[src/rtl/vlan_header_parser_macros.svh]
// Assertion macros for the VLAN header parser.
// No dependencies; included by the files that carry assertions.
`ifndef VLAN_HEADER_PARSER_MACROS_SVH
`define VLAN_HEADER_PARSER_MACROS_SVH

`ifndef ASSERT_OFF
// Property must hold at every clock edge out of reset.
`define VHP_ASSERT(lbl, clk, rstn, prop, msg) \
    lbl: assert property (@(posedge clk) disable iff (!(rstn)) (prop)) else $error(msg);
// Expression must never be true out of reset.
`define VHP_NEVER(lbl, clk, rstn, expr, msg) \
    lbl: assert property (@(posedge clk) disable iff (!(rstn)) !(expr)) else $error(msg);
`else
`define VHP_ASSERT(lbl, clk, rstn, prop, msg)
`define VHP_NEVER(lbl, clk, rstn, expr, msg)
`endif

`endif

[src/rtl/vhp_pkg.sv]
// Shared types, codes and constants of the VLAN header parser.
// No dependencies; used by every module of the block.
`default_nettype none

package vhp_pkg;

    // Tag limit per frame.
    localparam int unsigned MAX_TAGS = 2;

    localparam int POS_W     = 6;
    localparam int TAG_CNT_W = 4;
    localparam int MAC_W     = 48;
    localparam int WORD_W    = 16;
    localparam int SHIFT_W   = 32;

    // Byte positions within the header.
    localparam logic [POS_W-1:0] POS_MAX        = 6'd63;
    localparam logic [POS_W-1:0] DEST_LAST_POS  = 6'd5;
    localparam logic [POS_W-1:0] MAC_LAST_POS   = 6'd11;
    localparam logic [POS_W-1:0] MAC_HDR_LEN    = 6'd12;
    localparam logic [POS_W-1:0] MIN_FRAME_LAST = 6'd13;

    // Tag protocol identifiers.
    localparam logic [WORD_W-1:0] TPID_CTAG = 16'h8100;
    localparam logic [WORD_W-1:0] TPID_STAG = 16'h88A8;
    localparam logic [WORD_W-1:0] TPID_ITAG = 16'h88E7;

    // Result kinds.
    localparam logic KIND_TAG     = 1'b0;
    localparam logic KIND_SUMMARY = 1'b1;

    // Queue between front and back.
    localparam int FIFO_DEPTH = 2;
    localparam int FIFO_PTR_W = $clog2(FIFO_DEPTH);
    localparam int FIFO_CNT_W = $clog2(FIFO_DEPTH + 1);

    typedef enum logic [1:0] {
        ST_OK        = 2'd0,
        ST_SHORT     = 2'd1,
        ST_TAG_LIMIT = 2'd2,
        ST_TRUNC     = 2'd3
    } status_t;

    typedef enum logic [3:0] {
        PH_MAC  = 4'b0001,
        PH_TYPE = 4'b0010,
        PH_TCI  = 4'b0100,
        PH_DONE = 4'b1000
    } phase_t;

    // One queue entry: everything the back end needs for the results of one item.
    typedef struct packed {
        logic                 has_tag;
        logic                 has_sum;
        logic [MAC_W-1:0]     dest;
        logic [MAC_W-1:0]     src;
        logic [WORD_W-1:0]    tpid;
        logic [WORD_W-1:0]    tci;
        logic [WORD_W-1:0]    etype;
        logic [TAG_CNT_W-1:0] tags;
        logic [POS_W-1:0]     poff;
        status_t              status;
    } record_t;

    function automatic logic tpid_match(input logic [WORD_W-1:0] w);
        return (w == TPID_CTAG) || (w == TPID_STAG) || (w == TPID_ITAG);
    endfunction

endpackage

`default_nettype wire

[src/rtl/vhp_front.sv]
// Front end: accepts frame bytes, tracks the header parse and builds result records.
// Depends on vhp_pkg.
`default_nettype none

module vhp_front (
    input  wire logic             aclk,
    input  wire logic             aresetn,
    input  wire logic             s_valid,
    output logic                  s_ready,
    input  wire logic [7:0]       s_data_byte,
    input  wire logic             s_frame_end,
    input  wire logic             fifo_full,
    output logic                  push,
    output vhp_pkg::record_t      push_rec
);

    logic [vhp_pkg::POS_W-1:0]     pos_reg,   pos_next;
    vhp_pkg::phase_t               phase_reg, phase_next;
    logic [vhp_pkg::MAC_W-1:0]     dest_reg,  dest_next;
    logic [vhp_pkg::MAC_W-1:0]     src_reg,   src_next;
    logic [vhp_pkg::SHIFT_W-1:0]   shift_reg, shift_next;
    logic [vhp_pkg::TAG_CNT_W-1:0] tags_reg,  tags_next;
    logic [vhp_pkg::WORD_W-1:0]    type_reg,  type_next;
    logic [vhp_pkg::POS_W-1:0]     poff_reg,  poff_next;
    vhp_pkg::status_t              stat_reg,  stat_next;

    logic                          accept;
    logic                          tag_done;
    logic                          short_frame;
    logic [vhp_pkg::SHIFT_W-1:0]   shifted;
    logic [vhp_pkg::POS_W-1:0]     pos_inc;

    assign s_ready = !fifo_full;
    assign accept  = s_valid && s_ready;
    assign shifted = {shift_reg[vhp_pkg::SHIFT_W-9:0], s_data_byte};
    assign pos_inc = pos_reg + 6'd1;

    // Parse step for the current byte.
    always_comb begin
        phase_next = phase_reg;
        dest_next  = dest_reg;
        src_next   = src_reg;
        shift_next = shift_reg;
        tags_next  = tags_reg;
        type_next  = type_reg;
        poff_next  = poff_reg;
        stat_next  = stat_reg;
        tag_done   = 1'b0;
        unique case (phase_reg)
            vhp_pkg::PH_MAC: begin
                if (pos_reg <= vhp_pkg::DEST_LAST_POS) begin
                    dest_next = {dest_reg[vhp_pkg::MAC_W-9:0], s_data_byte};
                end else begin
                    src_next = {src_reg[vhp_pkg::MAC_W-9:0], s_data_byte};
                end
                if (pos_reg >= vhp_pkg::MAC_LAST_POS) begin
                    phase_next = vhp_pkg::PH_TYPE;
                    poff_next  = vhp_pkg::MAC_HDR_LEN;
                end
            end
            vhp_pkg::PH_TYPE: begin
                shift_next = shifted;
                if (pos_reg[0]) begin
                    if (vhp_pkg::tpid_match(shifted[vhp_pkg::WORD_W-1:0])) begin
                        phase_next = vhp_pkg::PH_TCI;
                    end else begin
                        type_next  = shifted[vhp_pkg::WORD_W-1:0];
                        poff_next  = pos_inc;
                        stat_next  = vhp_pkg::ST_OK;
                        phase_next = vhp_pkg::PH_DONE;
                    end
                end
            end
            vhp_pkg::PH_TCI: begin
                shift_next = shifted;
                if (pos_reg[0]) begin
                    tag_done  = 1'b1;
                    tags_next = tags_reg + 4'd1;
                    poff_next = pos_inc;
                    if (tags_next >= vhp_pkg::TAG_CNT_W'(vhp_pkg::MAX_TAGS)) begin
                        stat_next  = vhp_pkg::ST_TAG_LIMIT;
                        phase_next = vhp_pkg::PH_DONE;
                    end else begin
                        phase_next = vhp_pkg::PH_TYPE;
                    end
                end
            end
            vhp_pkg::PH_DONE: begin
                phase_next = phase_reg;
            end
            default: begin
                phase_next = phase_reg;
            end
        endcase
        pos_next = (pos_reg == vhp_pkg::POS_MAX) ? pos_reg : pos_inc;
    end

    // Record for the queue; the summary fields use the state after this byte.
    assign short_frame = pos_reg < vhp_pkg::MIN_FRAME_LAST;
    assign push        = accept && (tag_done || s_frame_end);

    always_comb begin
        push_rec.has_tag = tag_done;
        push_rec.has_sum = s_frame_end;
        push_rec.dest    = short_frame ? '0 : dest_next;
        push_rec.src     = short_frame ? '0 : src_next;
        push_rec.tpid    = shifted[vhp_pkg::SHIFT_W-1:vhp_pkg::WORD_W];
        push_rec.tci     = shifted[vhp_pkg::WORD_W-1:0];
        push_rec.etype   = short_frame ? '0 : type_next;
        push_rec.tags    = short_frame ? '0 : tags_next;
        push_rec.poff    = short_frame ? '0 : poff_next;
        push_rec.status  = short_frame ? vhp_pkg::ST_SHORT : stat_next;
    end

    // Parse state; the end of a frame returns it to the reset values.
    always_ff @(posedge aclk) begin
        if (!aresetn || (accept && s_frame_end)) begin
            pos_reg   <= '0;
            phase_reg <= vhp_pkg::PH_MAC;
            dest_reg  <= '0;
            src_reg   <= '0;
            shift_reg <= '0;
            tags_reg  <= '0;
            type_reg  <= '0;
            poff_reg  <= '0;
            stat_reg  <= vhp_pkg::ST_TRUNC;
        end else if (accept) begin
            pos_reg   <= pos_next;
            phase_reg <= phase_next;
            dest_reg  <= dest_next;
            src_reg   <= src_next;
            shift_reg <= shift_next;
            tags_reg  <= tags_next;
            type_reg  <= type_next;
            poff_reg  <= poff_next;
            stat_reg  <= stat_next;
        end
    end

endmodule

`default_nettype wire

[src/rtl/vhp_fifo.sv]
// Short queue of result records between the front and back ends.
// Depends on vhp_pkg.
`default_nettype none

module vhp_fifo (
    input  wire logic              aclk,
    input  wire logic              aresetn,
    input  wire logic              push,
    input  vhp_pkg::record_t       push_rec,
    input  wire logic              pop,
    output vhp_pkg::record_t       rd_rec,
    output logic                   full,
    output logic                   empty
);

    vhp_pkg::record_t                mem [vhp_pkg::FIFO_DEPTH];
    logic [vhp_pkg::FIFO_PTR_W-1:0]  wr_ptr_reg;
    logic [vhp_pkg::FIFO_PTR_W-1:0]  rd_ptr_reg;
    logic [vhp_pkg::FIFO_CNT_W-1:0]  count_reg;
    logic                            do_push;
    logic                            do_pop;

    assign full    = count_reg == vhp_pkg::FIFO_CNT_W'(vhp_pkg::FIFO_DEPTH);
    assign empty   = count_reg == '0;
    assign do_push = push && !full;
    assign do_pop  = pop && !empty;
    assign rd_rec  = mem[rd_ptr_reg];

    // Entry storage.
    always_ff @(posedge aclk) begin
        if (do_push) begin
            mem[wr_ptr_reg] <= push_rec;
        end
    end

    // Pointers and fill count.
    always_ff @(posedge aclk) begin
        if (!aresetn) begin
            wr_ptr_reg <= '0;
            rd_ptr_reg <= '0;
            count_reg  <= '0;
        end else begin
            if (do_push) begin
                wr_ptr_reg <= wr_ptr_reg + 1'b1;
            end
            if (do_pop) begin
                rd_ptr_reg <= rd_ptr_reg + 1'b1;
            end
            if (do_push && !do_pop) begin
                count_reg <= count_reg + 1'b1;
            end else if (do_pop && !do_push) begin
                count_reg <= count_reg - 1'b1;
            end
        end
    end

endmodule

`default_nettype wire

[src/rtl/vhp_back.sv]
// Back end: presents queued records' results one per cycle while m_ready is high.
// Depends on vhp_pkg.
`default_nettype none

module vhp_back (
    input  wire logic             aclk,
    input  wire logic             aresetn,
    input  wire logic             fifo_empty,
    output logic                  pop,
    input  vhp_pkg::record_t      rd_rec,
    output logic                  m_valid,
    input  wire logic             m_ready,
    output logic                  m_kind,
    output logic                  m_last,
    output logic [47:0]           m_dest_mac,
    output logic [47:0]           m_src_mac,
    output logic [15:0]           m_tag_tpid,
    output logic [2:0]            m_priority_res,
    output logic                  m_drop_eligible,
    output logic [11:0]           m_vlan_id,
    output logic [15:0]           m_ether_type,
    output logic [3:0]            m_tags_found,
    output logic [5:0]            m_payload_start,
    output logic [1:0]            m_status
);

    vhp_pkg::record_t rec_reg;
    logic             tag_pend_reg, tag_pend_next;
    logic             sum_pend_reg, sum_pend_next;
    logic             out_done;

    assign m_valid  = tag_pend_reg || sum_pend_reg;
    assign m_last   = tag_pend_reg ? !sum_pend_reg : 1'b1;
    assign out_done = !m_valid || (m_ready && m_last);
    assign pop      = out_done && !fifo_empty;

    // Tag result first, then the summary, from the held record.
    always_comb begin
        tag_pend_next = tag_pend_reg;
        sum_pend_next = sum_pend_reg;
        if (pop) begin
            tag_pend_next = rd_rec.has_tag;
            sum_pend_next = rd_rec.has_sum;
        end else if (m_valid && m_ready) begin
            if (tag_pend_reg) begin
                tag_pend_next = 1'b0;
            end else begin
                sum_pend_next = 1'b0;
            end
        end
    end

    always_ff @(posedge aclk) begin
        if (!aresetn) begin
            tag_pend_reg <= 1'b0;
            sum_pend_reg <= 1'b0;
        end else begin
            tag_pend_reg <= tag_pend_next;
            sum_pend_reg <= sum_pend_next;
        end
    end

    always_ff @(posedge aclk) begin
        if (pop) begin
            rec_reg <= rd_rec;
        end
    end

    // Result fields; tag and summary fields are zero in the other kind.
    always_comb begin
        m_kind          = tag_pend_reg ? vhp_pkg::KIND_TAG : vhp_pkg::KIND_SUMMARY;
        m_dest_mac      = rec_reg.dest;
        m_src_mac       = rec_reg.src;
        m_tags_found    = rec_reg.tags;
        m_payload_start = rec_reg.poff;
        if (tag_pend_reg) begin
            m_tag_tpid      = rec_reg.tpid;
            m_priority_res  = rec_reg.tci[15:13];
            m_drop_eligible = rec_reg.tci[12];
            m_vlan_id       = rec_reg.tci[11:0];
            m_ether_type    = '0;
            m_status        = vhp_pkg::ST_OK;
        end else begin
            m_tag_tpid      = '0;
            m_priority_res  = '0;
            m_drop_eligible = 1'b0;
            m_vlan_id       = '0;
            m_ether_type    = rec_reg.etype;
            m_status        = rec_reg.status;
        end
    end

endmodule

`default_nettype wire

[src/rtl/vlan_header_parser.sv]
// VLAN header parser, top level: front end, record queue and back end.
// Depends on vhp_pkg, vhp_front, vhp_fifo, vhp_back and the assertion macro header.
//
// Usage: frame bytes enter on the s_ channel in wire order, one item per byte,
// with s_frame_end high on the final byte. Results leave on the m_ channel:
// a tag result (m_kind 0) once both bytes of a tag's control word are in, and
// a summary (m_kind 1) on the final byte. A byte causes at most two results;
// m_last marks the last of them.
// Throughput: one byte per cycle while s_ready is high. A byte that causes two results
// holds the output until both are taken; the two-entry queue absorbs this.
// Output path: the queue is written at the accepting edge and the back-end output
// register loads from it once the results of the previous record are taken, so every
// result is presented from that register, never straight from the queue.
// s_ready drops only when the queue is full, which happens when the receiver
// stalls m_ready while results keep arriving.
// Reset (aresetn low at a clock edge) empties the queue, drops any pending
// result and starts a new frame at the destination address.
`default_nettype none

`include "vlan_header_parser_macros.svh"

module vlan_header_parser (
    input  wire logic         aclk,
    input  wire logic         aresetn,
    input  wire logic         s_valid,
    output logic              s_ready,
    input  wire logic [7:0]   s_data_byte,
    input  wire logic         s_frame_end,
    output logic              m_valid,
    input  wire logic         m_ready,
    output logic              m_kind,
    output logic              m_last,
    output logic [47:0]       m_dest_mac,
    output logic [47:0]       m_src_mac,
    output logic [15:0]       m_tag_tpid,
    output logic [2:0]        m_priority_res,
    output logic              m_drop_eligible,
    output logic [11:0]       m_vlan_id,
    output logic [15:0]       m_ether_type,
    output logic [3:0]        m_tags_found,
    output logic [5:0]        m_payload_start,
    output logic [1:0]        m_status
);

    vhp_pkg::record_t push_rec;
    vhp_pkg::record_t rd_rec;
    logic             push;
    logic             pop;
    logic             fifo_full;
    logic             fifo_empty;

    vhp_front u_front (
        .aclk        (aclk),
        .aresetn     (aresetn),
        .s_valid     (s_valid),
        .s_ready     (s_ready),
        .s_data_byte (s_data_byte),
        .s_frame_end (s_frame_end),
        .fifo_full   (fifo_full),
        .push        (push),
        .push_rec    (push_rec)
    );

    vhp_fifo u_fifo (
        .aclk     (aclk),
        .aresetn  (aresetn),
        .push     (push),
        .push_rec (push_rec),
        .pop      (pop),
        .rd_rec   (rd_rec),
        .full     (fifo_full),
        .empty    (fifo_empty)
    );

    vhp_back u_back (
        .aclk            (aclk),
        .aresetn         (aresetn),
        .fifo_empty      (fifo_empty),
        .pop             (pop),
        .rd_rec          (rd_rec),
        .m_valid         (m_valid),
        .m_ready         (m_ready),
        .m_kind          (m_kind),
        .m_last          (m_last),
        .m_dest_mac      (m_dest_mac),
        .m_src_mac       (m_src_mac),
        .m_tag_tpid      (m_tag_tpid),
        .m_priority_res  (m_priority_res),
        .m_drop_eligible (m_drop_eligible),
        .m_vlan_id       (m_vlan_id),
        .m_ether_type    (m_ether_type),
        .m_tags_found    (m_tags_found),
        .m_payload_start (m_payload_start),
        .m_status        (m_status)
    );

    // A summary always closes the results of its item.
    `VHP_ASSERT(a_summary_last, aclk, aresetn,
        (m_valid && m_kind == vhp_pkg::KIND_SUMMARY) |-> m_last,
        "summary result without last")
    // The tag count never passes the tag limit.
    `VHP_NEVER(a_tag_limit, aclk, aresetn,
        m_valid && (m_tags_found > 4'(vhp_pkg::MAX_TAGS)),
        "tag count beyond limit")
    // A tag result counts at least the tag it reports.
    `VHP_NEVER(a_tag_count, aclk, aresetn,
        m_valid && m_kind == vhp_pkg::KIND_TAG && m_tags_found == 4'd0,
        "tag result with zero tag count")
    // The front end never pushes into a full queue.
    `VHP_NEVER(a_no_overflow, aclk, aresetn,
        push && fifo_full,
        "record pushed into a full queue")

endmodule

`default_nettype wire

[config.mk]
export PLATFORM = sky130hd
export DESIGN_NAME = vlan_header_parser
export DESIGN_NICKNAME = d
export VERILOG_FILES = /design/src/rtl/vhp_pkg.sv /design/src/rtl/vhp_front.sv /design/src/rtl/vhp_fifo.sv /design/src/rtl/vhp_back.sv /design/src/rtl/vlan_header_parser.sv
export VERILOG_INCLUDE_DIRS = /design/src /design/src/rtl
export SDC_FILE = /design/constraint.sdc
export NUM_CORES = 1
export LEC_CHECK = 0
export ABC_AREA = 1
export BUFFER_PORTS_ARGS = -buffer_cell sky130_fd_sc_hd__buf_2
export CAP_MARGIN = 25
export CORE_MARGIN = 3
export CORE_UTILIZATION = 55
export CTS_BUF_LIST = sky130_fd_sc_hd__clkbuf_16
export CTS_CLUSTER_SIZE = 10
export DETAILED_ROUTE_END_ITERATION = 16
export GPL_ROUTABILITY_DRIVEN = 0
export PLACE_DENSITY = 0.86
export SLEW_MARGIN = 20
export SYNTH_ARGS = -nofsm -noshare
export SYNTH_HDL_FRONTEND = slang
export SYNTH_SLANG_ARGS = --single-unit
export TNS_END_PERCENT = 100
[constraint.sdc]
create_clock -name aclk -period 9.2 [get_ports aclk]
set_clock_uncertainty 0.2 [all_clocks]
set_input_delay 1.84 -clock aclk [delete_from_list [all_inputs] [get_ports aclk]]
set_output_delay 1.84 -clock aclk [all_outputs]
set_load 0.02 [all_outputs]
==> results.toml <==
[setup_path]
endpoint_kind = "flop"
cp-start-kind = "input port"
crit_arrival_ps = 5280
rrSetupSlack_ps = 4590
criticalPathCategory = "input port to flop"
worst_r2r_endpoint = "u_fifo.mem[0][83]"
crit_required_ps = 9210
r2r_start = "u_fifo.count_reg[0]"
rr_worst_depth = 8
crit_path_max_fanout = 94

[timing]
post-route-period-util_pct = 57.3
layout_setup_ws_ps = 3930
tightest_slew_ps = 1060
clock.fmax_mhz = 190
setup_viol = 0
finalCriticalPeriod_ps = 5270
slew_violations = 0
fin_setup_tns_ps = 0
rsz0062_at_grt = "false"
whs_ps = 229
relSlewSlack_pct = 29.2
hold_violations = 0

[clock_tree]
post-cts-setup-buffer-count = 0
htree_levels = 3
clock-sinks = 637
numCtsBuffers = 74
cts_tree = "built"
holdBufCountCts = 0
cts_resized = 0
clk_pin_slew_ps = 50
ctsRootBufferMaster = "clkbuf_16"
worstSkewPairLatency_ps = 590
cts_buffer_depth = 3

[final_layout]
utilization_pct = 61.7
design_area_um2 = 28800
layout_commonest_cell = "edfxtp_1"
drive_above_1_share_pct = 21.5
area_growth_syn_to_layout_pct = 10.3
layout_common_cells = "edfxtp_1, inv_1, nand2_1"
finalNonFillerCells = 2921
fillers = 3340
largest_reg_flops = 316
final_nets = 2276

[logic_synthesis]
syn_inst = 2205
seq_area_frac_synth_pct = 66.9
ys_async_sr_fraction_pct = 0
yosysWarnings = 0
avgSynthCellArea_um2 = 11.9
synth_area_um2 = 26100
synth_ff_type = "edfxtp_1"
yosysTopAreaCell = "edfxtp_1"
synth-edff-count = 472
synth_area_leaders = "edfxtp_1, dfxtp_1, mux2_2"
synth_cell_types = 35
synth_top_area_share_pct = 54.2
syn-num-nets = 2224
ys_seq_elements = 637

[drt]
wire_per_inst_um = 18.2
viasPerCell = 5.41
ant_nets = 0
totalWireLength_um = 53100
drc_errors = 0
drt-pass1-iter-count = 6
num_vias = 15816
drt_iter0_drc = 1507

[placement]
dp_cells = 2784
dpl.hpwl_um = 32400
dpl_cell_area_um2 = 26600
dp_slack_ps = 3250
port_buffers = 172

[floorplanning]
die_width_um = 224
start_util_pct = 55.9
die_h_um = 224
num_rows = 79
ios = 173
dieArea_um2 = 50200
coreArea_um2 = 46800

[grt]
grt_overflow = 0
antenna_found_initial = 2
grt_pass1_vias = 15681
grt_max_degree = 126
grt_pass1_wl_um = 83000
grt_usage_pct = 20.9

[pwr]
p_per_area_nw_per_um2 = 320
finalPower_mw = 9.23
leakage_nw = 11.9
vdd_drop_max_mv = 0.211

[run_status]
status = "complete, no violations"

[min_path]
min_from = "u_front.poff_reg[0]"
holdPathStages = 2
hold_end = "u_front.poff_reg[0]"
hold_path.class = "flop to flop"

[flow_run]
maxCapViolCount = 0
-- cells in the mapped netlist (all sizes together), types with 4 or more instances --
master,n
edfxtp,472
inv,317
a21oi,117
a211oi,8
nor2,221
o211ai,68
xor2,5
nand2,232
mux2,157
nand4,4
o21ai,164
dfxtp,165
and2,13
nand3,35
buf,166
clkbuf,47
ha,6
-- worst max path at each step --
stage                        from                end  slack, ps  cells past startpoint
after floorplan           s_valid   u_fifo.mem[1][0]       2000                      5
final                     s_valid  u_fifo.mem[0][83]       3930                      7
after detailed placement  s_valid  u_fifo.mem[1][88]       3250                      6
after global routing      s_valid  u_fifo.mem[0][81]       3650                      7
after global placement    s_valid  u_fifo.mem[1][76]       3400                      6
after CTS                 s_valid  u_fifo.mem[1][24]       3860                      6
-- worst max-delay path: stages --
cell     delay (ps)
buf_2           130
nand2_4         490
inv_4           730
o21ai_0         460
nor2_4          190
buf_4           580
buf_4           680
-- metal layers --
layer	GRT usage, %	wire (µm)	vias to the layer above
li1	-	-	7449
met1	26.9	21700	7676
met2	35.1	26200	559
met3	3.67	3220	130
met4	9.08	1940	2
met5	0	8	-
-- cell type report --
class / instances / area, µm² / area share, %
inverter: 317 / 1200 / 4.16
multi-input combinational: 1038 / 6150 / 21.3
clock buffer: 78 / 1950 / 6.77
antenna: 1 / 2.50 / 0.00868
tap: 607 / 759 / 2.63
sequential: 637 / 17500 / 60.6
timing repair buffer: 189 / 1070 / 3.70
clock inverter: 54 / 221 / 0.768
-- power breakdown --
part / total (mW) / switching [mW] / internal (mW)
registers: 4.15 / 0.301 / 3.85
logic: 2.52 / 1.71 / 0.810
clock network: 2.57 / 1.06 / 1.51
-- logic make-up (layout without fill, tap and decap cells) --
family / Yosys count / after routing / share of synthesized area, %
muxes: 158 / 158 / 6.80
buffers and inverters: 530 / 638 / 9.74
AOI/OAI and AO/OA: 361 / 361 / 8.34
adders and majority gates: 6 / 6 / 0.287
and+or+nand+nor: 506 / 506 / 7.73
xor gates and xnor gates: 7 / 7 / 0.235
other: 0 / 1 / 0
DFF: 637 / 637 / 66.9
(Power assumes the default switching activity.)
